## config.mk

```make
export PLATFORM = sky130hd
export DESIGN_NAME = url_percent_decoder
export DESIGN_NICKNAME = d
export VERILOG_FILES = /design/src/hw/rtl/upd_pkg.sv /design/src/hw/rtl/upd_front.sv /design/src/hw/rtl/upd_fifo.sv /design/src/hw/rtl/upd_back.sv /design/src/hw/rtl/url_percent_decoder.sv
export VERILOG_INCLUDE_DIRS = /design/src /design/src/hw/rtl
export SDC_FILE = /design/constraint.sdc
export NUM_CORES = 1
export LEC_CHECK = 0
export ABC_AREA = 1
export BUFFER_PORTS_ARGS = -buffer_cell sky130_fd_sc_hd__buf_2
export CAP_MARGIN = 10
export CORE_UTILIZATION = 60
export CTS_BUF_LIST = sky130_fd_sc_hd__clkbuf_8
export DETAILED_ROUTE_END_ITERATION = 12
export MAX_ROUTING_LAYER = met4
export PLACE_DENSITY_LB_ADDON = 0.25
export SYNTH_ARGS = -nofsm -noshare
export SYNTH_HDL_FRONTEND = slang
export SYNTH_SLANG_ARGS = --single-unit
```

## constraint.sdc

```tcl
create_clock -name clk -period 5.19 [get_ports clk]
set_input_delay 0.2595 -clock clk [delete_from_list [all_inputs] [get_ports clk]]
set_output_delay 0.2595 -clock clk [all_outputs]
set_load 0.005 [all_outputs]
```

## src/hw/rtl/url_percent_decoder_macros.svh

```systemverilog
// Assertion macros shared by the percent decoder modules.
`ifndef URL_PERCENT_DECODER_MACROS_SVH
`define URL_PERCENT_DECODER_MACROS_SVH

// Same-cycle implication, checked outside reset.
`define UPD_ASSERT_IMPL(lbl, pre, post, msg) \
	lbl: assert property (@(posedge clk) disable iff (!arst_n) (pre) |-> (post)) \
		else $error(msg);

// Next-cycle implication, checked outside reset.
`define UPD_ASSERT_NEXT(lbl, pre, post, msg) \
	lbl: assert property (@(posedge clk) disable iff (!arst_n) (pre) |=> (post)) \
		else $error(msg);

`endif

```

## src/hw/rtl/upd_pkg.sv

```systemverilog
// Shared types, constants and helper functions for the percent decoder.
package upd_pkg;

	localparam logic [7:0] CH_NUL   = 8'h00;
	localparam logic [7:0] CH_PCT   = 8'h25;
	localparam logic [7:0] CH_PLUS  = 8'h2B;
	localparam logic [7:0] CH_SPACE = 8'h20;
	localparam logic [7:0] CH_ZERO  = 8'h30;
	localparam logic [7:0] CH_NINE  = 8'h39;
	localparam logic [7:0] CH_UA    = 8'h41;
	localparam logic [7:0] CH_UZ    = 8'h5A;
	localparam logic [7:0] CH_LA    = 8'h61;
	localparam logic [7:0] CASE_OFS = 8'h20;
	localparam logic [7:0] HEX_TEN  = 8'd10;

	localparam int QDEPTH = 4;
	localparam int QAW    = 2;

	typedef enum logic [2:0] {
		PH_TEXT = 3'b001,
		PH_PCT  = 3'b010,
		PH_HI   = 3'b100
	} upd_phase_t;

	// One queued input item: up to two results.
	typedef struct packed {
		logic [1:0] cnt;
		logic [7:0] b0;
		logic [7:0] b1;
		logic       has_data;
		logic       last;
	} upd_entry_t;

	typedef struct packed {
		logic       nonempty;
		upd_entry_t head;
	} upd_qstat_t;

	function automatic logic [7:0] text_byte(input logic [7:0] c);
		return (c == CH_PLUS) ? CH_SPACE : c;
	endfunction

	function automatic logic [7:0] hex_val(input logic [7:0] c);
		logic [7:0] l;
		l = c;
		if (c inside {[CH_ZERO:CH_NINE]}) begin
			return c - CH_ZERO;
		end
		if (c inside {[CH_UA:CH_UZ]}) begin
			l = c + CASE_OFS;
		end
		return l - CH_LA + HEX_TEN;
	endfunction

endpackage

```

## src/hw/rtl/upd_front.sv

```systemverilog
// Front end: accepts input bytes, tracks escape state and classifies results.
`include "url_percent_decoder_macros.svh"
module upd_front (
	input  logic                clk,
	input  logic                arst_n,
	input  logic                in_valid,
	input  logic [7:0]          in_byte,
	input  logic                in_last,
	output logic                in_stall,
	input  logic                q_full,
	output logic                push,
	output upd_pkg::upd_entry_t push_entry
);

	upd_pkg::upd_phase_t phase_q;
	upd_pkg::upd_phase_t nph;
	logic [7:0]          first_q;
	logic [7:0]          nf;
	logic [7:0]          b0;
	logic [7:0]          b1;
	logic [1:0]          cnt;
	logic                has_data;
	logic                accept;
	logic [7:0]          hv_hi;
	logic [7:0]          hv_lo;

	assign in_stall = q_full;
	assign accept   = in_valid && !q_full;

	assign hv_hi = upd_pkg::hex_val(first_q);
	assign hv_lo = upd_pkg::hex_val(in_byte);

	always_comb begin
		cnt      = 2'd0;
		b0       = upd_pkg::CH_NUL;
		b1       = upd_pkg::CH_NUL;
		nph      = phase_q;
		nf       = first_q;
		has_data = 1'b1;
		case (phase_q)
			upd_pkg::PH_PCT: begin
				if (in_byte == upd_pkg::CH_NUL) begin
					cnt = 2'd1;
					nph = upd_pkg::PH_TEXT;
				end else begin
					nf  = in_byte;
					nph = upd_pkg::PH_HI;
				end
			end
			upd_pkg::PH_HI: begin
				if (in_byte == upd_pkg::CH_NUL) begin
					// drop the '%', flush the pending follower unless it is a '%', then pass the zero
					if (first_q != upd_pkg::CH_PCT) begin
						b0  = upd_pkg::text_byte(first_q);
						cnt = 2'd2;
					end else begin
						cnt = 2'd1;
					end
				end else begin
					// the low value is OR-ed in whole, not just its nibble
					b0  = {hv_hi[3:0], 4'h0} | hv_lo;
					cnt = 2'd1;
				end
				nph = upd_pkg::PH_TEXT;
				nf  = upd_pkg::CH_NUL;
			end
			default: begin
				if (in_byte == upd_pkg::CH_PCT) begin
					nph = upd_pkg::PH_PCT;
				end else begin
					b0  = upd_pkg::text_byte(in_byte);
					cnt = 2'd1;
				end
			end
		endcase
		if (in_last) begin
			if (nph == upd_pkg::PH_HI && nf != upd_pkg::CH_PCT) begin
				if (cnt == 2'd0) begin
					b0 = upd_pkg::text_byte(nf);
				end else begin
					b1 = upd_pkg::text_byte(nf);
				end
				cnt = cnt + 2'd1;
			end
			nph = upd_pkg::PH_TEXT;
			nf  = upd_pkg::CH_NUL;
			// the string end always yields a result, empty if need be
			if (cnt == 2'd0) begin
				cnt      = 2'd1;
				has_data = 1'b0;
			end
		end
	end

	assign push                = accept && (cnt != 2'd0);
	assign push_entry.cnt      = cnt;
	assign push_entry.b0       = b0;
	assign push_entry.b1       = b1;
	assign push_entry.has_data = has_data;
	assign push_entry.last     = in_last;

	always_ff @(posedge clk or negedge arst_n) begin
		if (!arst_n) begin
			phase_q <= upd_pkg::PH_TEXT;
			first_q <= upd_pkg::CH_NUL;
		end else if (accept) begin
			phase_q <= nph;
			first_q <= nf;
		end
	end

	`UPD_ASSERT_IMPL(a_empty_only_at_end, push && !has_data, in_last && (cnt == 2'd1),
		"empty result pushed away from string end")
	`UPD_ASSERT_NEXT(a_last_resets_phase, accept && in_last, phase_q == upd_pkg::PH_TEXT,
		"escape state not cleared after string end")
	`UPD_ASSERT_IMPL(a_pair_limit, push, cnt != 2'd3, "more than two results for one item")

endmodule

```

## src/hw/rtl/upd_fifo.sv

```systemverilog
// Short queue of classified items between the front and back ends.
`include "url_percent_decoder_macros.svh"
module upd_fifo (
	input  logic                clk,
	input  logic                arst_n,
	input  logic                push,
	input  upd_pkg::upd_entry_t push_entry,
	output logic                full,
	input  logic                pop,
	output upd_pkg::upd_qstat_t qstat
);

	localparam logic [upd_pkg::QAW:0] DEPTH_C = (upd_pkg::QAW + 1)'(upd_pkg::QDEPTH);

	upd_pkg::upd_entry_t        mem_q [upd_pkg::QDEPTH];
	logic [upd_pkg::QAW-1:0]    wr_ptr_q;
	logic [upd_pkg::QAW-1:0]    rd_ptr_q;
	logic [upd_pkg::QAW:0]      cnt_q;

	assign full           = (cnt_q == DEPTH_C);
	assign qstat.nonempty = (cnt_q != '0);
	assign qstat.head     = mem_q[rd_ptr_q];

	always_ff @(posedge clk) begin
		if (push) begin
			mem_q[wr_ptr_q] <= push_entry;
		end
	end

	always_ff @(posedge clk or negedge arst_n) begin
		if (!arst_n) begin
			wr_ptr_q <= '0;
			rd_ptr_q <= '0;
			cnt_q    <= '0;
		end else begin
			if (push) begin
				wr_ptr_q <= wr_ptr_q + 1'b1;
			end
			if (pop) begin
				rd_ptr_q <= rd_ptr_q + 1'b1;
			end
			case ({push, pop})
				2'b10:   cnt_q <= cnt_q + 1'b1;
				2'b01:   cnt_q <= cnt_q - 1'b1;
				default: cnt_q <= cnt_q;
			endcase
		end
	end

	`UPD_ASSERT_IMPL(a_no_push_full, push, !full, "transfer into a full queue")
	`UPD_ASSERT_IMPL(a_no_pop_empty, pop, qstat.nonempty, "pop from an empty queue")
	`UPD_ASSERT_IMPL(a_cnt_bound, 1'b1, cnt_q <= DEPTH_C, "queue fill beyond depth")

endmodule

```

## src/hw/rtl/upd_back.sv

```systemverilog
// Back end: expands queued items into results behind an output register.
`include "url_percent_decoder_macros.svh"
module upd_back (
	input  logic                clk,
	input  logic                arst_n,
	input  upd_pkg::upd_qstat_t qstat,
	output logic                pop,
	output logic                res_valid,
	input  logic                res_stall,
	output logic [7:0]          out_byte,
	output logic                out_valid,
	output logic                run_last,
	output logic                string_end
);

	logic       res_valid_q;
	logic [7:0] out_byte_q;
	logic       out_valid_q;
	logic       run_last_q;
	logic       string_end_q;
	logic       idx_q;
	logic       load;
	logic       emit;
	logic       last_res;

	assign load     = !res_valid_q || !res_stall;
	assign emit     = load && qstat.nonempty;
	assign last_res = (qstat.head.cnt == 2'd1) || idx_q;
	assign pop      = emit && last_res;

	always_ff @(posedge clk or negedge arst_n) begin
		if (!arst_n) begin
			res_valid_q <= 1'b0;
			idx_q       <= 1'b0;
		end else begin
			if (load) begin
				res_valid_q <= qstat.nonempty;
			end
			if (emit) begin
				idx_q <= !last_res;
			end
		end
	end

	// hold the payload while stalled
	always_ff @(posedge clk) begin
		if (emit) begin
			out_byte_q   <= idx_q ? qstat.head.b1 : qstat.head.b0;
			out_valid_q  <= qstat.head.has_data;
			run_last_q   <= last_res;
			string_end_q <= last_res && qstat.head.last;
		end
	end

	assign res_valid  = res_valid_q;
	assign out_byte   = out_byte_q;
	assign out_valid  = out_valid_q;
	assign run_last   = run_last_q;
	assign string_end = string_end_q;

	`UPD_ASSERT_NEXT(a_second_follows, emit && !last_res, idx_q, "second result of an item lost")
	`UPD_ASSERT_IMPL(a_idx_pair, idx_q, qstat.nonempty && (qstat.head.cnt == 2'd2),
		"result index set without a pair pending")
	`UPD_ASSERT_NEXT(a_hold_stalled, res_valid_q && res_stall,
		res_valid_q && $stable(out_byte_q), "stalled result changed")

endmodule

```

## src/hw/rtl/url_percent_decoder.sv

```systemverilog
// Top level of the form-style percent decoder.
// Decodes a byte string one byte per transfer: '+' gives a space, '%' and two
// nonzero followers give one byte, and a broken escape is dropped with its
// followers passed as text, but a '%' follower is dropped too. An input byte
// is taken every cycle while the four-entry item queue has room; each input
// byte gives zero, one or two results, and the output register sends one
// result per cycle while res_stall is low, so an item with two results holds
// the output for both in turn and the queue soaks up the gap. A result passes
// from its input transfer through a queue entry and then the output register
// before it is presented. The last byte of a string always yields at least
// one result, with string_end set on the final one.
module url_percent_decoder (
	input  logic       clk,
	input  logic       arst_n,
	input  logic       in_valid,
	output logic       in_stall,
	input  logic [7:0] in_byte,
	input  logic       in_last,
	output logic       res_valid,
	input  logic       res_stall,
	output logic [7:0] out_byte,
	output logic       out_valid,
	output logic       run_last,
	output logic       string_end
);

	upd_pkg::upd_entry_t push_entry;
	upd_pkg::upd_qstat_t qstat;
	logic                push;
	logic                pop;
	logic                q_full;

	upd_front u_front (
		.clk        (clk),
		.arst_n     (arst_n),
		.in_valid   (in_valid),
		.in_byte    (in_byte),
		.in_last    (in_last),
		.in_stall   (in_stall),
		.q_full     (q_full),
		.push       (push),
		.push_entry (push_entry)
	);

	upd_fifo u_fifo (
		.clk        (clk),
		.arst_n     (arst_n),
		.push       (push),
		.push_entry (push_entry),
		.full       (q_full),
		.pop        (pop),
		.qstat      (qstat)
	);

	upd_back u_back (
		.clk        (clk),
		.arst_n     (arst_n),
		.qstat      (qstat),
		.pop        (pop),
		.res_valid  (res_valid),
		.res_stall  (res_stall),
		.out_byte   (out_byte),
		.out_valid  (out_valid),
		.run_last   (run_last),
		.string_end (string_end)
	);

endmodule
```

==> results.env <==
RUN_STATUS='finished, final reports clean'
TIMING.FINAL.CRIT_PERIOD_PS=3150
LAYOUT_COMMONEST_CELL='sky130_fd_sc_hd__nor2_1'
POST_SYNTH_INSTANCE_AREA_SQ_UM=5750
FIN_HOLD_WS_PS=106
COUNT_OF_ENDPOINTS_FAILING_HOLD_IN_THE_FINAL_TIMING_REPORT=0
PERIOD_SHARE=0.607
MOST-COMMON-LAYOUT-CELLS='sky130_fd_sc_hd__nor2_1 (109), sky130_fd_sc_hd__edfxtp_1 (91), sky130_fd_sc_hd__nand2_1 (80), sky130_fd_sc_hd__inv_1 (57), sky130_fd_sc_hd__o21ai_0 (54)'
HTREE_NUM_LEVELS=3
CP_TOP_FAMILY='buffers and inverters'
CTS_ROOT_BUF='sky130_fd_sc_hd__clkbuf_8'
MIN-DELAY-PATH-CLASS='input port to register'
NUMBER_OF_ENABLE_TYPE_REGISTER_CELLS_IN_THE_SYNTHESIZED_NETLIST=91
MAX_SLEW_MARGIN=0.278
WORSTHOLDPATHCELLS=3
TIMING.FINAL.SETUP_VIOLATIONS=0
CPMAXSTAGEDELAYCELL='sky130_fd_sc_hd__inv_1'
FMAX_GHz=0.318
DRT_PRE_ANTENNA_ITERS=7
SYNTHCELLS=594
INTPOWER_mW=1.77
DRT.ANTENNA.VIOLATING_NETS=0
ASYNC_RESET_FF_FRAC=0.180
DESIGN.PORTCOUNT=26
YOSYS_WARNINGS=0
MAX_CAP_VIOLATIONS=0
FLOORPLAN.DIE_AREA_SQ_UM=9980
POSTSYNTHAREAPERCELL_SQ_UM=9.68
GLOBAL_ROUTING_S_BUSIEST_LAYER='met2'
FIRST_GLOBAL_VIAS=4180
SETUP_TNS_PS=0
GPL.FINAL_WEIGHTED_CONGESTION=0.985
CTS-ROOT-TO-SINK-BUFFERS=2
CRIT_PATH_FREQUENT_CELL='sky130_fd_sc_hd__nand2_1'
TRITONCTS_NUM_SINKS=111
FILL_CELLS=739
WORSTSKEWPAIRLATENCY_PS=370
DRIVE_GT1_FRAC=0.137
HOLD_END='u_back.res_valid$_DFFE_PN0P_'
SWITCHING_POWER_uW=960
TIMING.CRITICAL_PATH.FROM_TYPE='register'
SYNTHFLOPTYPE='sky130_fd_sc_hd__edfxtp_1'
TIGHTESTPINTRANSITION_PS=1080
GLOBAL_ROUTE_WIRE_LENGTH_BEFORE_REPAIR_UM=21800
ANTENNA_CELLS_INSERTED=0
COMBPWRFRAC=0.322
TIMING.CRITICAL_PATH.BUF_INV=3
CRITICAL_PATH_CLASS='register to register'
DETAIL_ROUTE.DRC_VIOLATIONS=0
DETAILEDPLACEMENTHPWL_UM=9700
P_LEAK_nW=2.47
GRT_START_MAX_NET_PINS=40
POWER_PER_CELL_AREA_nW_PER_UM2=435
VIA_COUNT=4388
DIE_H_UM=99.9
REQUIRED_PS=5440
START_UTIL=0.619
CRIT_PATH_DAT_PS=3400
GR_LAYER_USAGE_MET3=0.0487
MIN-DELAY-START='res_stall'
TIMING.CLOCK.SKEW_PS=15.8
P_TOTAL_mW=2.73
CLOCK_TRANSITION_AT_PATH_REGS_PS=110
TIMING_MAX_TRANSITION_VIOLATIONS_FINAL=0
INITIALDRTVIOLATIONCOUNT=289
STD_CELL_ROWS=35
CLOCKPOWERSHARE=0.214
GRTUSAGEMET1=0.359
PLACEABLECOREAREA_SQ_UM=9280
R2R.WORST_PATH.CELLS=13
WORSTREG2REGEND='u_fifo.cnt_q[2]$_DFFE_PN0P_'
NETLIST-CELL-TYPE-COUNT=44
DRT_WL_TOTAL_UM=13800
SYNTH_SEQ_CELLS=111
POWER_FRAC_SEQ=0.464
DIE_W_UM=99.9
VDD.IR_DROP.WORST_uV=245
MAX_STAGE_DELAY_PS=780
SYN_NETS=628
FINAL_NET_COUNT=655
END_KIND='register'
VIAS_PER_CELL=5.81
MET2_USAGE=0.514
SWITCHING_SHARE=0.352
POSTCTSSETUPREPAIRBUFS=0
RSZ0062_AT_GRT='false'
WORST-PATH-MAX-FANOUT=39
SYNTH_SEQ_AREA_SHARE=0.562
PLACEMENT.IO_BUFFERS=25
GLOBALROUTE.TOTALOVERFLOW=0
ANTENNA_FOUND_INITIAL=0
TIMING.CRITICAL_PATH.CELLS='inv_1, nand2_1, o221ai_1, nand2_1, nand2_1, nand2_1, inv_1, ha_1, inv_1, fa_1, a21oi_1, o21ai_0, xor2_1'
WORST-R2R-SETUP-SLACK_PS=2040
SYNTHTOLAYOUTAREAGROWTH_PCT=8.88
CRITICAL_PATH.REG2REG.STARTPOINT='u_fifo.rd_ptr_q[0]$_DFFE_PN0P_'
DETAIL_ROUTE.WL_PER_CELL_UM=18.3
TRITONCTS='built'
CTS_INSERTED_BUFFERS=9
GLOBAL_ROUTE.USAGE.TOTAL=0.303
what timing repair did:
action / 4_1_cts / 5_1_grt
endpoints found under the hold margin: 19 / 0
resized for setup: 0 / 0
hold buffers: 1 / 0
power by group through the flow:
stage	registers, mW	clock network, mW	logic, mW
global route	1.28	0.618	0.981
finish	1.26	0.584	0.877
floorplan	1.28	0	0.580
CTS	1.27	0.586	0.883
global placement	1.28	0	0.856
detailed placement	1.28	0	0.876
synth_stat cells, types with 2 or more instances:
master	count	area, sq um
sky130_fd_sc_hd__nor2_1	109	409
sky130_fd_sc_hd__edfxtp_1	91	2730
sky130_fd_sc_hd__nand2_1	80	300
sky130_fd_sc_hd__inv_1	57	214
sky130_fd_sc_hd__o21ai_0	54	270
sky130_fd_sc_hd__nand3_1	28	140
sky130_fd_sc_hd__ha_1	20	250
sky130_fd_sc_hd__o22ai_1	20	125
sky130_fd_sc_hd__dfrtp_1	19	475
sky130_fd_sc_hd__a21oi_1	18	90.1
sky130_fd_sc_hd__clkbuf_1	13	48.8
sky130_fd_sc_hd__a21oi_2	8	70.1
sky130_fd_sc_hd__a31oi_1	8	50.1
sky130_fd_sc_hd__inv_2	6	22.5
sky130_fd_sc_hd__nand2_2	6	37.5
sky130_fd_sc_hd__nand4_1	6	37.5
sky130_fd_sc_hd__xor2_1	5	43.8
sky130_fd_sc_hd__a22oi_1	4	30.0
sky130_fd_sc_hd__a21oi_4	3	48.8
sky130_fd_sc_hd__buf_2	3	15.0
sky130_fd_sc_hd__clkinv_1	3	11.3
sky130_fd_sc_hd__nor2_2	3	18.8
sky130_fd_sc_hd__o21ai_1	3	15.0
sky130_fd_sc_hd__nand2_4	2	22.5
sky130_fd_sc_hd__nor3_1	2	10.0
sky130_fd_sc_hd__nor3_4	2	32.5
sky130_fd_sc_hd__o21ai_2	2	17.5
sky130_fd_sc_hd__o221ai_1	2	17.5
sky130_fd_sc_hd__o31ai_1	2	15.0
flip-flops by register name, indices dropped and copies added, names as in the netlist:
| name | flops |
|---|---|
| u_back.idx_q | 1 |
| u_back.out_byte | 8 |
| u_back.out_valid | 1 |
| u_back.res_valid | 1 |
| u_back.run_last | 1 |
| u_back.string_end | 1 |
| u_fifo.cnt_q | 3 |
| u_fifo.mem_q | 80 |
| u_fifo.rd_ptr_q | 2 |
| u_fifo.wr_ptr_q | 2 |
| u_front.first_q | 8 |
| u_front.phase_q | 3 |
kinds of logic after synthesis:
| family | count (synthesis) | synth area share |
|---|---|---|
| compound gates | 128 | 0.137 |
| xor+xnor | 6 | 0.00914 |
| fa+ha+maj | 21 | 0.0470 |
| buf+inv | 84 | 0.0579 |
| flops | 111 | 0.562 |
| simple gates | 244 | 0.187 |
layout make-up:
type                       instances  area [sq um]  share of cell area
clock inverter                     7           116              0.0186
inverter                          67           254              0.0406
multi-input combinational        399          2180               0.349
timing repair buffer              33           188              0.0300
clock buffer                       9           124              0.0198
sequential                       111          3230               0.517
tap                              129           161              0.0258
worst max path at each step:
stage	from	end	slack [ps]	depth (start not counted)
6_report	u_fifo.rd_ptr_q[0]$_DFFE_PN0P_	u_fifo.cnt_q[2]$_DFFE_PN0P_	2040	13
5_1_grt	u_fifo.rd_ptr_q[0]$_DFFE_PN0P_	u_fifo.cnt_q[2]$_DFFE_PN0P_	1700	13
4_1_cts	u_fifo.rd_ptr_q[0]$_DFFE_PN0P_	u_fifo.cnt_q[2]$_DFFE_PN0P_	2030	13
3_5_place_dp	in_byte[5]	u_fifo.cnt_q[2]$_DFFE_PN0P_	1800	19
3_3_place_gp	in_byte[5]	u_fifo.cnt_q[2]$_DFFE_PN0P_	1920	19
2_1_floorplan	in_byte[5]	u_fifo.mem_q[0][0]$_DFFE_PP_	2280	12
metal layers:
| layer | wire, um | part of all wire |
|---|---|---|
| met2 | 7090 | 0.51 |
| met4 | 480 | 0.035 |
| met5 | 0 | 0 |
| met3 | 695 | 0.050 |
| met1 | 5560 | 0.40 |
through the flow:
step,instances,area [sq um],util,worst slack [ps]
global route,755,6260,0.674,1700
detailed placement,738,6010,0.647,1800
global placement,738,6010,0.647,1920
finish,755,6260,0.674,2040
floorplan,594,5750,-,2280
CTS,755,6260,0.674,2030
tightest hold or removal path, delay by kind of cell:
kind | cells | cell delay (ps)
buffers and inverters | 1 | 70
AND/OR/NAND/NOR | 2 | 120
No activity file was read; power rests on OpenSTA's default activity.
